`src/sv/sync_frame_receiver_fletcher_core_macros.svh`:
```
// Assertion macros shared by the frame receiver RTL.
`ifndef SYNC_FRAME_RECEIVER_FLETCHER_CORE_MACROS_SVH
`define SYNC_FRAME_RECEIVER_FLETCHER_CORE_MACROS_SVH
`ifndef SYNTHESIS
// Same-cycle implication, checked outside reset
`define SFRF_ASSERT_NOW(label, clk, rst_n, ante, cons) \
  label: assert property (@(posedge clk) disable iff (!rst_n) (ante) |-> (cons)) \
    else $error("sfrf check failed");
// Next-cycle implication, checked outside reset
`define SFRF_ASSERT_NEXT(label, clk, rst_n, ante, cons) \
  label: assert property (@(posedge clk) disable iff (!rst_n) (ante) |=> (cons)) \
    else $error("sfrf check failed");
`else
`define SFRF_ASSERT_NOW(label, clk, rst_n, ante, cons)
`define SFRF_ASSERT_NEXT(label, clk, rst_n, ante, cons)
`endif
`endif

```
`src/sv/sfrf_pkg.sv`:
```
// Shared types and constants for the sync frame receiver with Fletcher check.
package sfrf_pkg;

  localparam int TIMER_BITS = 32;
  localparam int TIMEOUT_W  = 32;
  localparam int CFG_DATA_W = 32;
  localparam int CFG_IDX_W  = 2;

  // Input operation codes
  localparam logic OP_BYTE = 1'b0;
  localparam logic OP_TICK = 1'b1;

  // Result kinds
  localparam logic [1:0] KIND_DATA    = 2'd0;
  localparam logic [1:0] KIND_GOOD    = 2'd1;
  localparam logic [1:0] KIND_BADCK   = 2'd2;
  localparam logic [1:0] KIND_CORRUPT = 2'd3;

  // Configuration register indexes
  localparam logic [CFG_IDX_W-1:0] CFG_FIRST_SYNC  = 2'd0;
  localparam logic [CFG_IDX_W-1:0] CFG_SECOND_SYNC = 2'd1;
  localparam logic [CFG_IDX_W-1:0] CFG_MAX_LEN     = 2'd2;
  localparam logic [CFG_IDX_W-1:0] CFG_TIMEOUT     = 2'd3;

  // Reset values of the configuration registers
  localparam logic [7:0]           RST_FIRST_SYNC  = 8'd241;
  localparam logic [7:0]           RST_SECOND_SYNC = 8'd217;
  localparam logic [15:0]          RST_MAX_LEN     = 16'd950;
  localparam logic [TIMEOUT_W-1:0] RST_TIMEOUT     = 32'd10000;

  typedef struct packed {
    logic [7:0]           first_sync;
    logic [7:0]           second_sync;
    logic [15:0]          max_len;
    logic [TIMEOUT_W-1:0] timeout;
  } cfg_t;

endpackage

```
`src/sv/sfrf_if.sv`:
```
// Valid/ready channel interfaces for input beats and result beats.
interface sfrf_in_if;
  logic       valid;
  logic       ready;
  logic       operation;
  logic [7:0] rx_byte;

  modport source (output valid, output operation, output rx_byte, input ready);
  modport sink   (input valid, input operation, input rx_byte, output ready);
endinterface

interface sfrf_out_if;
  logic        valid;
  logic        ready;
  logic [1:0]  kind;
  logic [7:0]  msg_group;
  logic [7:0]  sub_id;
  logic [7:0]  payload_byte;
  logic [15:0] byte_index;
  logic [15:0] payload_len;
  logic        last;

  modport source (output valid, output kind, output msg_group, output sub_id,
                  output payload_byte, output byte_index, output payload_len,
                  output last, input ready);
  modport sink   (input valid, input kind, input msg_group, input sub_id,
                  input payload_byte, input byte_index, input payload_len,
                  input last, output ready);
endinterface

```
`src/sv/sync_frame_receiver_fletcher_core.sv`:
```
// Top level: sync frame receiver with running 8-bit Fletcher check.
// Output: a result beat is registered and appears in the cycle after the input beat that causes it.
// Throughput: one input beat per cycle; the result register clears its slot
// in the same cycle it is taken, so only a stalled result holds the input.
// Reset: synchronous active-low rst_n returns the parser to waiting for the
// first sync byte, clears frame state and loads the configuration defaults.
`include "sync_frame_receiver_fletcher_core_macros.svh"
module sync_frame_receiver_fletcher_core (
  input  logic                             clk,
  input  logic                             rst_n,
  sfrf_in_if.sink                          in_ch,
  sfrf_out_if.source                       out_ch,
  input  logic                             cfg_we,
  input  logic [sfrf_pkg::CFG_IDX_W-1:0]   cfg_index,
  input  logic [sfrf_pkg::CFG_DATA_W-1:0]  cfg_wdata
);
  import sfrf_pkg::*;

  typedef enum logic [2:0] {
    PH_IDLE, PH_SYNC2, PH_GRP, PH_SUB, PH_LENLO, PH_LENHI, PH_DATA, PH_CKB
  } phase_t;

  localparam logic [TIMER_BITS-1:0] TIMER_MAX = '1;

  cfg_t cfg;

  sfrf_cfg_regs u_cfg (
    .clk       (clk),
    .rst_n     (rst_n),
    .cfg_we    (cfg_we),
    .cfg_index (cfg_index),
    .cfg_wdata (cfg_wdata),
    .cfg       (cfg)
  );

  // Frame state
  phase_t                phase_r, phase_nxt;
  logic [7:0]            grp_r, grp_nxt;
  logic [7:0]            sub_r, sub_nxt;
  logic [15:0]           len_r, len_nxt;
  logic [15:0]           count_r, count_nxt;
  logic [7:0]            sum_a_r, sum_a_nxt;
  logic [7:0]            sum_b_r, sum_b_nxt;
  logic [7:0]            ck1_r, ck1_nxt;
  logic [TIMER_BITS-1:0] tick_r, tick_nxt;

  // Result register
  logic        out_valid_r;
  logic [1:0]  kind_r, kind_nxt;
  logic [7:0]  pbyte_r, pbyte_nxt;
  logic [15:0] idx_r, idx_nxt;
  logic [7:0]  ogrp_r;
  logic [7:0]  osub_r;
  logic [15:0] olen_r;
  logic        last_r, last_nxt;
  logic        res_valid;

  logic        in_fire;
  logic [7:0]  b;
  logic [7:0]  add_a;
  logic [7:0]  add_b;
  logic [15:0] len_full;

  assign in_ch.ready = !out_valid_r || out_ch.ready;
  assign in_fire     = in_ch.valid && in_ch.ready;
  assign b           = in_ch.rx_byte;

  // Fletcher step on the incoming byte
  assign add_a    = sum_a_r + b;
  assign add_b    = sum_b_r + add_a;
  assign len_full = {b, len_r[7:0]};

  // Advance the parser by one beat
  always_comb begin
    phase_nxt = phase_r;
    grp_nxt   = grp_r;
    sub_nxt   = sub_r;
    len_nxt   = len_r;
    count_nxt = count_r;
    sum_a_nxt = sum_a_r;
    sum_b_nxt = sum_b_r;
    ck1_nxt   = ck1_r;
    tick_nxt  = tick_r;
    res_valid = 1'b0;
    kind_nxt  = KIND_CORRUPT;
    pbyte_nxt = 8'd0;
    idx_nxt   = 16'd0;
    last_nxt  = 1'b1;
    if (in_ch.operation == OP_TICK) begin
      if (phase_r != PH_IDLE) begin
        tick_nxt = (tick_r == TIMER_MAX) ? tick_r : tick_r + 1'b1;
        if (TIMEOUT_W'(tick_nxt) >= cfg.timeout) begin
          phase_nxt = PH_IDLE;
          res_valid = 1'b1;
        end
      end
    end else begin
      case (phase_r)
        PH_IDLE: begin
          if (b == cfg.first_sync) begin
            phase_nxt = PH_SYNC2;
            grp_nxt   = 8'd0;
            sub_nxt   = 8'd0;
            len_nxt   = 16'd0;
            count_nxt = 16'd0;
            sum_a_nxt = 8'd0;
            sum_b_nxt = 8'd0;
            ck1_nxt   = 8'd0;
            tick_nxt  = '0;
          end
        end
        PH_SYNC2: begin
          if (b != cfg.second_sync) begin
            phase_nxt = PH_IDLE;
            res_valid = 1'b1;
          end else begin
            phase_nxt = PH_GRP;
          end
        end
        PH_GRP: begin
          grp_nxt   = b;
          sum_a_nxt = add_a;
          sum_b_nxt = add_b;
          phase_nxt = PH_SUB;
        end
        PH_SUB: begin
          sub_nxt   = b;
          sum_a_nxt = add_a;
          sum_b_nxt = add_b;
          phase_nxt = PH_LENLO;
        end
        PH_LENLO: begin
          len_nxt   = {8'd0, b};
          sum_a_nxt = add_a;
          sum_b_nxt = add_b;
          phase_nxt = PH_LENHI;
        end
        PH_LENHI: begin
          len_nxt   = len_full;
          sum_a_nxt = add_a;
          sum_b_nxt = add_b;
          if (len_full > cfg.max_len) begin
            phase_nxt = PH_IDLE;
            res_valid = 1'b1;
          end else begin
            count_nxt = 16'd0;
            phase_nxt = PH_DATA;
          end
        end
        PH_DATA: begin
          if (count_r < len_r) begin
            sum_a_nxt = add_a;
            sum_b_nxt = add_b;
            count_nxt = count_r + 16'd1;
            res_valid = 1'b1;
            kind_nxt  = KIND_DATA;
            pbyte_nxt = b;
            idx_nxt   = count_r;
            last_nxt  = 1'b0;
          end else begin
            ck1_nxt   = b;
            phase_nxt = PH_CKB;
          end
        end
        PH_CKB: begin
          phase_nxt = PH_IDLE;
          res_valid = 1'b1;
          kind_nxt  = (ck1_r == sum_a_r && b == sum_b_r) ? KIND_GOOD : KIND_BADCK;
        end
        default: begin
          phase_nxt = PH_IDLE;
        end
      endcase
    end
  end

  // Hold state and the result register
  always_ff @(posedge clk) begin
    if (!rst_n) begin
      phase_r     <= PH_IDLE;
      grp_r       <= 8'd0;
      sub_r       <= 8'd0;
      len_r       <= 16'd0;
      count_r     <= 16'd0;
      sum_a_r     <= 8'd0;
      sum_b_r     <= 8'd0;
      ck1_r       <= 8'd0;
      tick_r      <= '0;
      out_valid_r <= 1'b0;
    end else begin
      if (in_fire) begin
        phase_r     <= phase_nxt;
        grp_r       <= grp_nxt;
        sub_r       <= sub_nxt;
        len_r       <= len_nxt;
        count_r     <= count_nxt;
        sum_a_r     <= sum_a_nxt;
        sum_b_r     <= sum_b_nxt;
        ck1_r       <= ck1_nxt;
        tick_r      <= tick_nxt;
        out_valid_r <= res_valid;
      end else if (out_ch.ready) begin
        out_valid_r <= 1'b0;
      end
    end
    if (in_fire && res_valid) begin
      kind_r  <= kind_nxt;
      pbyte_r <= pbyte_nxt;
      idx_r   <= idx_nxt;
      ogrp_r  <= grp_nxt;
      osub_r  <= sub_nxt;
      olen_r  <= len_nxt;
      last_r  <= last_nxt;
    end
  end

  assign out_ch.valid        = out_valid_r;
  assign out_ch.kind         = kind_r;
  assign out_ch.msg_group    = ogrp_r;
  assign out_ch.sub_id       = osub_r;
  assign out_ch.payload_byte = pbyte_r;
  assign out_ch.byte_index   = idx_r;
  assign out_ch.payload_len  = olen_r;
  assign out_ch.last         = last_r;

  // Stalled result blocks new input
  `SFRF_ASSERT_NOW(a_stall_blocks_in, clk, rst_n, out_valid_r && !out_ch.ready, !in_ch.ready)
  // Only status beats close a frame
  `SFRF_ASSERT_NOW(a_last_is_status, clk, rst_n, out_valid_r, last_r == (kind_r != KIND_DATA))
  // Payload index stays inside the frame length
  `SFRF_ASSERT_NOW(a_index_in_len, clk, rst_n, out_valid_r && kind_r == KIND_DATA,
                   idx_r < olen_r)
  // Beats taken while idle produce no result
  `SFRF_ASSERT_NEXT(a_idle_silent, clk, rst_n, in_fire && phase_r == PH_IDLE, !out_valid_r)

endmodule

```
`src/sv/sfrf_cfg_regs.sv`:
```
// Configuration register file of the frame receiver.
module sfrf_cfg_regs (
  input  logic                             clk,
  input  logic                             rst_n,
  input  logic                             cfg_we,
  input  logic [sfrf_pkg::CFG_IDX_W-1:0]   cfg_index,
  input  logic [sfrf_pkg::CFG_DATA_W-1:0]  cfg_wdata,
  output sfrf_pkg::cfg_t                   cfg
);
  import sfrf_pkg::*;

  cfg_t cfg_r;

  // Write the addressed register, restore defaults on reset
  always_ff @(posedge clk) begin
    if (!rst_n) begin
      cfg_r.first_sync  <= RST_FIRST_SYNC;
      cfg_r.second_sync <= RST_SECOND_SYNC;
      cfg_r.max_len     <= RST_MAX_LEN;
      cfg_r.timeout     <= RST_TIMEOUT;
    end else if (cfg_we) begin
      case (cfg_index)
        CFG_FIRST_SYNC:  cfg_r.first_sync  <= cfg_wdata[7:0];
        CFG_SECOND_SYNC: cfg_r.second_sync <= cfg_wdata[7:0];
        CFG_MAX_LEN:     cfg_r.max_len     <= cfg_wdata[15:0];
        CFG_TIMEOUT:     cfg_r.timeout     <= cfg_wdata[TIMEOUT_W-1:0];
        default: ;
      endcase
    end
  end

  assign cfg = cfg_r;

endmodule

```
`src/flat_wrapper.sv`:
```
// flat-port wrapper written by rule: the top's interface ports become plain ports
module sync_frame_receiver_fletcher_core_flat import sfrf_pkg::*;
  (clk, rst_n, cfg_we, cfg_index, cfg_wdata, in_ch_valid, in_ch_operation, in_ch_rx_byte, in_ch_ready, out_ch_valid, out_ch_kind, out_ch_msg_group, out_ch_sub_id, out_ch_payload_byte, out_ch_byte_index, out_ch_payload_len, out_ch_last, out_ch_ready);
  sfrf_in_if in_ch_i ();
  sfrf_out_if out_ch_i ();
  input  logic clk;
  input  logic rst_n;
  input  logic cfg_we;
  input  logic [sfrf_pkg::CFG_IDX_W-1:0] cfg_index;
  input  logic [sfrf_pkg::CFG_DATA_W-1:0] cfg_wdata;
  input wire logic [$bits(in_ch_i.valid)-1:0] in_ch_valid;
  input wire logic [$bits(in_ch_i.operation)-1:0] in_ch_operation;
  input wire logic [$bits(in_ch_i.rx_byte)-1:0] in_ch_rx_byte;
  output wire logic [$bits(in_ch_i.ready)-1:0] in_ch_ready;
  output wire logic [$bits(out_ch_i.valid)-1:0] out_ch_valid;
  output wire logic [$bits(out_ch_i.kind)-1:0] out_ch_kind;
  output wire logic [$bits(out_ch_i.msg_group)-1:0] out_ch_msg_group;
  output wire logic [$bits(out_ch_i.sub_id)-1:0] out_ch_sub_id;
  output wire logic [$bits(out_ch_i.payload_byte)-1:0] out_ch_payload_byte;
  output wire logic [$bits(out_ch_i.byte_index)-1:0] out_ch_byte_index;
  output wire logic [$bits(out_ch_i.payload_len)-1:0] out_ch_payload_len;
  output wire logic [$bits(out_ch_i.last)-1:0] out_ch_last;
  input wire logic [$bits(out_ch_i.ready)-1:0] out_ch_ready;
  assign in_ch_i.valid = in_ch_valid;
  assign in_ch_i.operation = in_ch_operation;
  assign in_ch_i.rx_byte = in_ch_rx_byte;
  assign in_ch_ready = in_ch_i.ready;
  assign out_ch_valid = out_ch_i.valid;
  assign out_ch_kind = out_ch_i.kind;
  assign out_ch_msg_group = out_ch_i.msg_group;
  assign out_ch_sub_id = out_ch_i.sub_id;
  assign out_ch_payload_byte = out_ch_i.payload_byte;
  assign out_ch_byte_index = out_ch_i.byte_index;
  assign out_ch_payload_len = out_ch_i.payload_len;
  assign out_ch_last = out_ch_i.last;
  assign out_ch_i.ready = out_ch_ready;
  sync_frame_receiver_fletcher_core u_core (.clk(clk), .rst_n(rst_n), .in_ch(in_ch_i), .out_ch(out_ch_i), .cfg_we(cfg_we), .cfg_index(cfg_index), .cfg_wdata(cfg_wdata));
endmodule
```
`config.mk`:
```
export PLATFORM = sky130hd
export DESIGN_NAME = sync_frame_receiver_fletcher_core_flat
export DESIGN_NICKNAME = d
export VERILOG_FILES = /design/src/sv/sfrf_pkg.sv /design/src/sv/sfrf_if.sv /design/src/sv/sync_frame_receiver_fletcher_core.sv /design/src/sv/sfrf_cfg_regs.sv /design/src/flat_wrapper.sv
export VERILOG_INCLUDE_DIRS = /design/src /design/src/sv
export SDC_FILE = /design/constraint.sdc
export NUM_CORES = 1
export LEC_CHECK = 0
export BUFFER_PORTS_ARGS = -buffer_cell sky130_fd_sc_hd__buf_2
export CORE_MARGIN = 5
export CORE_UTILIZATION = 64
export DETAILED_ROUTE_END_ITERATION = 16
export GPL_TIMING_DRIVEN = 0
export HOLD_SLACK_MARGIN = 0.1
export PLACE_DENSITY = 0.82
export SLEW_MARGIN = 20
export SYNTH_ARGS = -nofsm -noshare
export SYNTH_HDL_FRONTEND = slang
export SYNTH_HIERARCHICAL = 1
export SYNTH_SLANG_ARGS = --single-unit
```
`constraint.sdc`:
```
create_clock -name clk -period 10 [get_ports clk]
set_clock_uncertainty 0.1 [all_clocks]
set_input_delay 1.5 -clock clk [delete_from_list [all_inputs] [get_ports clk]]
set_output_delay 1.5 -clock clk [all_outputs]
set_load 0.02 [all_outputs]
```
## Yosys cells after proc, flatten, opt, wreduce, memory -nomap -nowiden

Cells that the tools add are included.

- Flip-flop bits (word level): 231
- Output and inout port bits: 61

- Add/subtract/negate cells: 4
- Order comparisons: 3
- Equality and inequality tests: 23
- Muxes and demuxes: 46
- Bitwise operators: 3
- Reduce and logical (&&, ||, !) cells: 26

Operator list:

| operator | count |
|---|---|
| $mux 32 | 5 |
| $pmux 16 s3 | 2 |
| $mux 16 | 5 |
| $mux 8 | 8 |
| $pmux 8 s2 | 3 |
| $pmux 8 s3 | 2 |
| $add 32x1->32 const B | 1 |
| $eq 32x32->1 const B | 1 |
| $ge 32x32->1 | 1 |
| $eq 8x8->1 | 3 |
| $pmux 3 s8 | 1 |
| $mux 3 | 6 |
| $add 16x1->16 const B | 1 |
| $add 8x8->8 | 2 |
| $gt 16x16->1 | 1 |
| $lt 16x16->1 | 1 |
| $reduce_and 5->1 | 3 |
| $eq 3x3->1 const B | 4 |
| $mux 1 | 9 |
| $reduce_bool 3->1 | 3 |
| $ne 2x1->1 const B | 4 |
| $ne 8x8->1 | 1 |
| $reduce_and 2->1 | 4 |
| $reduce_bool 2->1 | 4 |
| 21 further kinds | 30 |

## Logic depth before layout (Yosys ltp)

Gate-level depths: netlist of run 1.

- Depth in word-level cells: 7
- Mapped depth: 18
- Depth with buffers taken out: 15

## Hierarchy

Netlist of run 1, hierarchy kept.

By module, submodules not included:

| module | times used | cells an instance | area each (sq um) | sequential area each (sq um) |
|---|---|---|---|---|
| sync_frame_receiver_fletcher_core | 1 | 1104 | 9967.1 | 3933.8 |
| sfrf_cfg_regs | 1 | 261 | 2562.5 | 1281.2 |

## Least setup slack after synthesis of run 1

Ideal clock, no wire load.

- Kind: in2reg
- From: input port in_ch_rx_byte[6]
- To: register u_core.idx_r[0], in the netlist u_core/out_ch.byte_index[0] (enable)
- Library setup time: 0.413 ns
- Arrival: 4.343 ns
- Setup slack: 5.144 ns
- Cell stages on the path: 9
- Buffers on the path: 0
- Path through: ha_1 > nand4_1 > nor4_1 > a21boi_0 > o31a_1 > a21o_1 > a211oi_1 > a211o_1 > inv_1

- Cells in the longest elaborated chain, start to end: 5
- Elaborated cells between the ends (all ways): 7
- Classes of those cells: 1 x order compare; 1 x eq/ne; 4 x mux; 1 x reduce/logical

RTL lines:

| element | line | RTL |
|---|---|---|
| from (decl) | flat_wrapper.sv:13 | `input wire logic [$bits(in_ch_i.rx_byte)-1:0] in_ch_rx_byte;` |
| $gt 16x16->1 / $ne 8x8->1 (equally long branches) | sync_frame_receiver_fletcher_core.sv:142, sync_frame_receiver_fletcher_core.sv:113 |  |
| $mux 1 (on tied branches) | sync_frame_receiver_fletcher_core.sv:142, sync_frame_receiver_fletcher_core.sv:113 |  |
| $pmux 1 s4 (*) | sync_frame_receiver_fletcher_core.sv:98 | `case (phase_r)` |
| $mux 1 (*) | sync_frame_receiver_fletcher_core.sv:89 | `if (in_ch.operation == OP_TICK) begin` |
| $logic_and 1x1->1 (*) | sync_frame_receiver_fletcher_core.sv:206 | `if (in_fire && res_valid) begin` |
| to (signal assigned) | sync_frame_receiver_fletcher_core.sv:209 | `idx_r <= idx_nxt;` |
| to (decl) | sync_frame_receiver_fletcher_core.sv:51 | `logic [15:0] idx_r, idx_nxt;` |

Mark *: on every way between the ends. The rest lies on a longest branch, timed or not.
A chain may end at the register's enable or synchronous reset.

## Worst setup path after layout of run 1

- From: register u_core.tick_r[12]
- To: register u_core.idx_r[0], in the netlist u_core/out_ch.byte_index[0] (enable)

- Cells in the longest elaborated chain, start to end: 7
- Elaborated cells between the ends (all ways): 8
- Classes of those cells: 1 x add/sub; 1 x order compare; 1 x eq/ne; 4 x mux; 1 x reduce/logical

RTL lines:

| element | line | RTL |
|---|---|---|
| from (decl) | sync_frame_receiver_fletcher_core.sv:45 | `logic [TIMER_BITS-1:0] tick_r, tick_nxt;` |
| from (signal assigned) | sync_frame_receiver_fletcher_core.sv:200 | `tick_r <= tick_nxt;` |
| $add 32x1->32 / $eq 32x32->1 (equally long branches) | sync_frame_receiver_fletcher_core.sv:91 | `tick_nxt = (tick_r == TIMER_MAX) ? tick_r : tick_r + 1'b1;` |
| $mux 32 (*) | sync_frame_receiver_fletcher_core.sv:91 |  |
| $ge 32x32->1 (*) | sync_frame_receiver_fletcher_core.sv:92 | `if (TIMEOUT_W'(tick_nxt) >= cfg.timeout) begin` |
| $mux 1 (*) | sync_frame_receiver_fletcher_core.sv:92 |  |
| $mux 1 (*) | sync_frame_receiver_fletcher_core.sv:90 | `if (phase_r != PH_IDLE) begin` |
| $mux 1 (*) | sync_frame_receiver_fletcher_core.sv:89 |  |
| $logic_and 1x1->1 (*) | sync_frame_receiver_fletcher_core.sv:206 |  |

Marked as above.

==> results of run 1 <==
[through the flow]
| step | instances | utilization, % | area (um2) | setup WS, ps | total power [uW] |
|---|---|---|---|---|---|
| after floorplan | 1365 | - | 12500 | 5140 | 1100 |
| after global placement | 1738 | 69.1 | 13400 | 4140 | 1140 |
| after detailed placement | 1739 | 69.2 | 13400 | 5060 | 1150 |
| after CTS | 1783 | 73.2 | 14200 | 4980 | 2030 |
| after global routing | 1783 | 73.2 | 14200 | 4490 | 2090 |
| final | 1783 | 73.2 | 14200 | 4850 | 2020 |
[worst max-delay path by stage]
stage / from / end / cells after the start
after floorplan: in_ch_rx_byte[6] / u_core/out_ch.byte_index[0] / 9
after CTS: u_core/tick_r[12] / u_core/out_ch.byte_index[0] / 17
after global routing: u_core/tick_r[12] / u_core/out_ch.byte_index[0] / 17
after detailed placement: u_core/tick_r[12] / u_core/out_ch.byte_index[0] / 17
final: u_core/tick_r[12] / u_core/out_ch.byte_index[0] / 17
after global placement: u_core/tick_r[12] / u_core/out_ch.byte_index[0] / 16
[cells in the mapped netlist (7+ instances only)]
cell,instances,area share [%]
o21ai_0,43,1.7
ha_1,79,7.9
buf_6,10,0.90
nor4_1,7,0.35
a211oi_1,10,0.60
nand2_1,199,6.0
nand4_1,27,1.3
clkbuf_1,51,1.5
and3_1,25,1.2
a21oi_1,75,3.0
o31ai_1,11,0.66
or3_1,7,0.35
nor3_1,18,0.72
nor2b_1,37,1.8
o211ai_1,9,0.54
edfxtp_1,59,14
nand3_1,24,0.96
a21o_1,10,0.60
xnor2_1,53,3.7
inv_1,76,2.3
and2_1,35,1.7
buf_2,9,0.36
mux2i_1,70,5.6
nor2_1,76,2.3
dfxtp_1,172,27
a22o_1,48,3.4
a31oi_1,11,0.55
xor2_1,31,2.2
and4_1,8,0.56
[where the power goes]
group	total [uW]	switching [uW]	internal, uW
logic	153	97.7	55.0
registers	980	10.2	970
clock network	891	379	511
[kinds of logic (layout without fill, tap and decap cells)]
| logic type | count (synthesis) | in the layout | synth area share (%) |
|---|---|---|---|
| AND/OR/NAND/NOR | 499 | 499 | 20.0 |
| buffers and inverters | 151 | 304 | 5.24 |
| flip-flops | 231 | 231 | 41.6 |
| adder cells (fa/ha/maj) | 81 | 81 | 8.21 |
| AO/OA/AOI/OAI | 246 | 246 | 13.1 |
| multiplexers | 70 | 70 | 5.59 |
| XOR/XNOR | 87 | 87 | 6.26 |
[per-layer routing]
metal,part of all wire (%),track usage [%],vias to the layer above
met4,3.0,9.24,2
met1,43,39.0,4979
met5,0.035,0,-
li1,-,-,5059
met3,7.9,4.24,91
met2,46,46.0,485
[final cells by class]
class	count	area (um2)	area share [%]
buffer	75	372	2.62
clock buffer	29	641	4.51
clock inverter	15	140	0.986
inverter	76	285	2.01
multi-input combinational	983	6660	46.9
sequential	231	5220	36.7
tap	265	332	2.33
timing repair buffer	109	561	3.95
[worst max-delay path, cell delays in order (launching register included)]
cell and delay (ps):
dfxtp_1 320, clkbuf_1 320, and4_1 340, nand3_1 210
nor3_1 400, a31oi_1 200, clkbuf_1 280, and3_1 300
xor2_1 160, ha_1 310, nand4_1 120, nor3_1 280
a311oi_1 130, o211ai_1 160, a21oi_1 220, a211o_1 320
inv_2 350, buf_12 280
[sequential cells by signal, indices dropped and copies added, names as in the netlist, 16 cells and up]
| register | flops |
|---|---|
| u_core/u_cfg/cfg | 64 |
| u_core/tick_r | 32 |
| u_core/count_r | 16 |
| u_core/len_r | 16 |
| u_core/out_ch.byte_index | 16 |
| u_core/out_ch.payload_len | 16 |
==> reports/results.txt, run 1 <==
Status -> finished clean
Die H -> 150 um
Fraction of layout cells with a size suffix above 1 -> 12.8%
EDFF count, synth -> 59
Global Route Usage Sum -> 28.3%
IO Pins -> 109
Dominant synthesized flop cell -> dfxtp_1
Initial Utilization -> 64.6%
CTS Root Cell -> clkbuf_16
Placer congestion estimate -> 0.945
WL/cell -> 17.8 um
Max rail drop VDD -> 0.000149 V
Drt first pass iters -> 7
ANT cells -> 0
Worst R2R Setup Slack -> 4850 ps
First-pass GRT wire length -> 51,600 um
Final period demand of the worst path -> 5150 ps
Routed Antenna Nets -> 0
Nets -> 1,629
Hold Path Class -> register to register
Setup TNS -> 0 ps
Drt via density -> 5.95
FF+latch count, synth -> 231
Reg-to-Reg Start -> u_core/tick_r[12]
Synth Instances -> 1,365
Reg2reg path depth -> 17
Highest Clock Rate -> 194 MHz
Cells on Worst Hold Path -> 2
# DRC -> 0
Num CTS Buffers -> 24
H-tree level count -> 1
Core area -> 19,400 um2
Max Cap Viol -> 0
Commonest cells after routing, fill and taps aside -> nand2_1 (199), dfxtp_1 (172), buf_2 (117), ha_1 (79), nor2_1 (76)
Tcrit/Tclk final -> 51.5%
Sequential area share after synthesis -> 41.6%
Wirelength, routed -> 31,800 um
CP max FO -> 41
Syn Nets -> 1,494
Initial drt markers -> 949
Leakage power -> 0.00593 uW
Filler cell count -> 1,482
Gates resized, CTS repair -> 0
Worst EP arrival -> 5250 ps
Die W -> 150 um
Final Max Slew Viols -> 0
Site Rows -> 51
RSZ-0062 raised after global routing -> no
Post-CTS Setup Bufs -> 0
Vias -> 10,600
PD cells -> 142 nW/um2
Largest net degree at the start of global routing -> 42
Cell Area, Synth -> 12,500 um2
Setup violations, final -> 0
CTS tree -> done
Setup CP Type -> register to register
Grt total ovfl -> 0
Post-synthesis cell type count -> 72
Worst Setup End Kind -> register
RR Endpoint -> u_core/out_ch.byte_index[0]
Final Hold Viols -> 0
Die ar. -> 22,500 um2
Max Buffers Root-to-Sink -> 3
Cts hold-fix bufs -> 0
Reg clk slew, reported paths -> 70 ps
Worst setup SP type -> register
Detailed Place HPWL -> 23,300 um
Async set-reset flop share out of synthesis -> 0%
Hold path start -> u_core/grp_r[6]
CTS sink cnt -> 231
Slew @ Worst Pin -> 972 ps
Worst hold slack -> 356 ps
Syn avg cell area -> 9.18 um2
Slew margin rel. -> 34.7%
Layout Area Growth over Synthesis -> 13.4%
Number of port buffers -> 108
Leading cell type in the layout, fill and taps excluded -> nand2_1
Skew-Pair Late Insertion Delay -> 520 ps
Antenna violations before repair -> 1
Total of warnings raised by yosys -> 6
Worst Path Required -> 10,100 ps
Vias in the first global route -> 10,100
Hold worst-path end -> u_core/grp_r[6]
Power figures use the tool's default switching activity.
==> inputs of run 2 (changes only) <==
- CORE_UTILIZATION: 64 -> 55
- PLACE_DENSITY: 0.82 -> 0.74
- clock period: 10 -> 4.6 ns (I/O delays scaled with it)
==> reports/results.txt, run 2 (synthesized netlist as in run 1, its figures left out) <==
Layout Area Growth over Synthesis -> 15.3%
Num CTS Buffers -> 25 (+4.2%)
Power, Total -> 4650 uW (+130%)
Placed Area -> 13,400 um2 (+0.10%)
Dpl ws -> -1120 ps (-6180 ps)
Worst Path Required -> 4720 ps (-5380 ps)
ANT cells -> 0 (unchanged)
Final Hold Viols -> 0 (unchanged)
Final Max Slew Viols -> 0 (unchanged)
Core area -> 22,500 um2 (+16%)
Max Cap Viol -> 0 (unchanged)
Worst setup SP type -> register
Vias in the first global route -> 10,000 (-1.1%)
Global Route Usage Sum -> 24.4% (-4.0 points)
Die H -> 161 um (+7.3%)
Nets -> 1,637 (+0.49%)
CTS Root Cell -> clkbuf_16
Max reg flops -> 64 (unchanged)
Switch share -> 23.8% (-0.29 points)
Worst hold slack -> 318 ps (-37.3 ps)
Setup CP Type -> register to register
Slowest stage delay, CP -> 630 ps (+230 ps)
CP max FO -> 9 (-78%)
# DRC -> 0 (unchanged)
Setup TNS -> 0 ps (unchanged)
Worst EP arrival -> 4530 ps (-720 ps)
Leakage power -> 0.00602 uW (+1.5%)
Detailed Place HPWL -> 23,800 um (+1.9%)
Seq pwr share -> 45.8% (-2.6 points)
Tcrit/Tclk final -> 95.9% (+44 points)
Fin area -> 14,400 um2 (+1.7%)
Final period demand of the worst path -> 4410 ps (-737 ps)
P_sw -> 1110 uW (+130%)
Antenna violations before repair -> 0 (-1)
Max rail drop VDD -> 0.000267 V (+79%)
Max Buffers Root-to-Sink -> 3 (unchanged)
CTS sink cnt -> 231 (unchanged)
Worst Setup End Kind -> register
Logic pwr share -> 7.3% (-0.2 points)
Fraction of layout cells with a size suffix above 1 -> 14.2% (+1.4 points)
Leading cell type in the layout, fill and taps excluded -> nand2_1
IO Pins -> 109 (unchanged)
Slowest CP cell -> or4_4
H-tree level count -> 1 (unchanged)
Setup violations, final -> 0 (unchanged)
First-pass GRT wire length -> 51,800 um (+0.40%)
Clk network pwr share -> 46.9% (+2.9 points)
Final worst slack -> 190 ps (-4660 ps)
Die W -> 161 um (+7.3%)
Routed Antenna Nets -> 0 (unchanged)
Die ar. -> 25,900 um2 (+15%)
Placer congestion estimate -> 0.929 (-1.7%)
Drt via density -> 5.78 (-3.0%)
Initial Utilization -> 55.7% (-8.9 points)
CTS tree -> done
Slew @ Worst Pin -> 939 ps (-32.9 ps)
Vias -> 10,500 (-1.4%)
Initial drt markers -> 757 (-20%)
Highest Clock Rate -> 227 MHz (+17%)
Skew-Pair Late Insertion Delay -> 520 ps (about the same)
WL/cell -> 18.1 um (+1.4%)
Commonest cells after routing, fill and taps aside -> nand2_1 (199), dfxtp_1 (170), buf_2 (117), ha_1 (79), nor2_1 (76)
Number of buffers and inverters on the critical path -> 2 (-2)
Largest delay share family, worst path -> simple AND/OR/NAND/NOR gates
Status -> finished clean
Largest net degree at the start of global routing -> 16 (-62%)
Wirelength, routed -> 32,800 um (+3.0%)
Slew margin rel. -> 36.9% (+2.2 points)
Reg clk slew, reported paths -> 70 ps (about the same)
Internal power -> 3540 uW (+130%)
Cts hold-fix bufs -> 0 (unchanged)
PD cells -> 322 nW/um2 (+130%)
Number of port buffers -> 108 (unchanged)
Drt first pass iters -> 6 (-1)
Hold Path Class -> input pin to register
Site Rows -> 55 (+7.8%)
Grt total ovfl -> 0 (unchanged)
Critical path, cell by cell -> and4_2, and4_4, nand4_2, or4_4, and3_4, xor2_1, ha_1, nand2_1, nor3_1, a311oi_1, o211ai_1, a21oi_2, a211o_4, clkinvlp_4, buf_4
## run 2: timing repair
| action | CTS | global route |
|---|---|---|
| pin swaps | 0 | 1 |
| endpoints found under the setup margin | 59 | 59 |
| hold endpoints to repair | 0 | 0 |
| buffers inserted | 7 | 2 |
| gates resized for setup | 6 | 7 |
| cloned | 3 | 0 |
## run 2: layout make-up
cell class,count,area [um2]
Fill cell,1826,8060
Clock inverter,18,255
Timing Repair inverter,3,22.5
Multi-Input combinational cell,983,6690
Inverter,76,289
Sequential cell,231,5220
Buffer,72,362
Tap cell,285,357
Timing Repair Buffer,116,613
Clock buffer,27,643
## run 2: power groups by stage
| stage | Clock (uW) | Sequential [uW] | Combinational, uW |
|---|---|---|---|
| after floorplan | 0 | 2180 | 207 |
| after global placement | 0 | 2170 | 319 |
| after detailed placement | 0 | 2180 | 326 |
| after CTS | 2210 | 2130 | 334 |
| after global routing | 2310 | 2130 | 367 |
| final | 2180 | 2130 | 338 |
## run 2: final timing paths
path | startpoint | endpoint | slack [ps] | cells past startpoint
hold / removal | cfg_wdata[24] | u_core/u_cfg/cfg[24] | 320 | 3
setup / recovery | u_core/tick_r[4] | u_core/out_ch.payload_byte[7] | 190 | 15
hold reg to reg | u_core/u_cfg/cfg[15] | u_core/u_cfg/cfg[15] | 360 | 2
setup reg to reg | u_core/tick_r[4] | u_core/out_ch.payload_byte[7] | 190 | 15
## run 2: stage by stage
stage	std cells	utilization (%)
3_5_place_dp	1758	59.7
4_1_cts	1811	64.1
6_report	1811	64.2
3_3_place_gp	1758	59.7
5_1_grt	1811	64.2
2_1_floorplan	1365	-
## run 2: worst min-delay path: cells and delay by family
| family | cells | cell delay, ps |
|---|---|---|
| and+or+nand+nor | 1 | 40 |
| muxes | 1 | 50 |
| buffers and inverters | 1 | 90 |
## run 2: per-layer routing
metal,global-route usage [%],up-vias,share of wire [%]
met3,3.34,59,7.1
met2,39.1,391,45
met1,34.4,4936,45
met5,0,-,0
li1,-,5078,-
met4,7.60,0,2.4
==> inputs of run 3 (changes only) <==
- BUFFER_PORTS_ARGS: -buffer_cell sky130_fd_sc_hd__buf_2 -> -buffer_cell sky130_fd_sc_hd__clkbuf_2
- CORE_UTILIZATION: 55 -> 56
- CTS_BUF_LIST: not set -> sky130_fd_sc_hd__clkbuf_4 sky130_fd_sc_hd__clkbuf_8
- PLACE_DENSITY: 0.74 -> 0.76
==> reports/results.txt, run 3 (synthesized netlist as in run 1, its figures left out) <==
Tcrit/Tclk final -> 95.8% (-0.11 points)
Drt first pass iters -> 5 (-1)
Worst EP arrival -> 4590 ps (+60 ps)
Initial Utilization -> 57.1% (+1.4 points)
Die ar. -> 25,500 um2 (-1.7%)
# DRC -> 0 (unchanged)
Commonest cells after routing, fill and taps aside -> nand2_1 (199), dfxtp_1 (169), clkbuf_2 (109), ha_1 (78), nor2_1 (76)
Die H -> 160 um (-0.84%)
Final period demand of the worst path -> 4400 ps (-5.24 ps)
Dpl ws -> -660 ps (+463 ps)
Power, Total -> 4720 uW (+1.5%)
Final Max Slew Viols -> 0 (unchanged)
Worst hold slack -> 289 ps (-29.4 ps)
Max rail drop VDD -> 0.000265 V (-0.76%)
Final worst slack -> 195 ps (+5.24 ps)
WL/cell -> 17.5 um (-3.4%)
Worst Path Required -> 4790 ps (+70 ps)
Global Route Usage Sum -> 24.4% (-0.035 points)
Number of port buffers -> 108 (unchanged)
H-tree level count -> 2 (+1)
Wirelength, routed -> 32,000 um (-2.4%)
Cts hold-fix bufs -> 0 (unchanged)
CTS sink cnt -> 231 (unchanged)
Routed Antenna Nets -> 0 (unchanged)
First-pass GRT wire length -> 51,500 um (-0.60%)
Slew margin rel. -> 35.4% (-1.5 points)
Largest net degree at the start of global routing -> 39 (+23)
IO Pins -> 109 (unchanged)
Worst Setup End Kind -> register
Antenna violations before repair -> 0 (unchanged)
Vias in the first global route -> 10,000 (+0.14%)
Detailed Place HPWL -> 23,700 um (-0.51%)
Status -> finished clean
Vias -> 10,500 (+0.55%)
Initial drt markers -> 754 (-0.40%)
Skew-Pair Late Insertion Delay -> 550 ps (+30 ps)
Hold Path Class -> input pin to register
Max Buffers Root-to-Sink -> 3 (unchanged)
CP max FO -> 10 (+1)
Drt via density -> 5.75 (-0.54%)
Setup CP Type -> register to register
Final Hold Viols -> 0 (unchanged)
CTS Root Cell -> clkbuf_8
Max reg flops -> 64 (unchanged)
Num CTS Buffers -> 41 (+64%)
Placer congestion estimate -> 0.938 (+0.97%)
Highest Clock Rate -> 227 MHz (+0.12%)
Nets -> 1,648 (+0.67%)
ANT cells -> 0 (unchanged)
Die W -> 160 um (-0.84%)
Core area -> 22,000 um2 (-2.4%)
RSZ-0062 raised after global routing -> no
Fraction of layout cells with a size suffix above 1 -> 15.5% (+1.3 points)
Layout Area Growth over Synthesis -> 15.6%
Reg clk slew, reported paths -> 70 ps (about the same)
Leakage power -> 0.00608 uW (+1.1%)
Leading cell type in the layout, fill and taps excluded -> nand2_1
Slew @ Worst Pin -> 961 ps (+22.1 ps)
CTS tree -> done
Site Rows -> 54 (-1.8%)
Max Cap Viol -> 0 (unchanged)
Worst setup SP type -> register
Grt total ovfl -> 0 (unchanged)
PD cells -> 326 nW/um2 (+1.2%)
Setup violations, final -> 0 (unchanged)
==> run 3: critical path: stages, from the launching register on <==
cell and delay [ps]:
dfxtp_2 410, and4_2 290, and4_4 270, nand4_2 190, or4_4 630, xnor2_1 200, ha_1 250, nand2b_1 140
a21oi_1 150, o21ai_0 140, a311oi_1 300, o211ai_1 170, a21oi_2 350, a211o_4 210, clkinvlp_4 130, buf_4 210
==> run 3: routing by layer <==
layer  vias up  share of wire, %  wire [um]  track usage, %
li1       5101                 -          -               -
met1      4939                45      14400            34.4
met2       418                45      14300            38.6
met3        64               7.9       2520            4.22
met4         0               2.2        706            6.90
met5         -                 0          0               0
==> run 3: path summary, 6_finish.rpt <==
kind,startpoint,to,slack [ps],cells after the start
hold / removal,cfg_wdata[21],u_core/u_cfg/cfg[21],290,3
setup / recovery,u_core/tick_r[3],u_core/out_ch.byte_index[0],200,15
hold reg to reg,u_core/sub_r[7],u_core/sub_r[7],350,2
setup reg to reg,u_core/tick_r[3],u_core/out_ch.byte_index[0],200,15
==> run 3: per-stage QoR <==
step / instances / area, um2 / utilization, % / TNS, ps
floorplan: 1365 / 12500 / - / 0
global placement: 1753 / 13400 / 61.2 / -62300
detailed placement: 1754 / 13500 / 61.3 / -34240
CTS: 1832 / 14500 / 65.9 / 0
global route: 1831 / 14500 / 66.0 / 0
finish: 1831 / 14500 / 66.0 / 0
==> run 3: area by class of cell <==
class                      count  area (um2)
clock buffer                  53         679
clock inverter                22         303
timing repair inverter         1        7.51
multi-input combinational    983        6690
buffer                        72         362
tap                          280         350
inverter                      76         289
fill                        1787        7470
sequential                   231        5220
timing repair buffer         113         591
==> run 3: power by group <==
part / internal [uW] / switching (uW) / total, uW
combinational: 121 / 211 / 332
clock: 1380 / 876 / 2250
sequential: 2110 / 22.0 / 2130
total: 3610 / 1110 / 4720
==> run 3: what timing repair did <==
action                     4_1_cts  5_1_grt
gates resized for setup          3        8
buffers inserted                 3        1
gates cloned                     1        0
setup endpoints to repair       59       59
pin swaps                        0        2
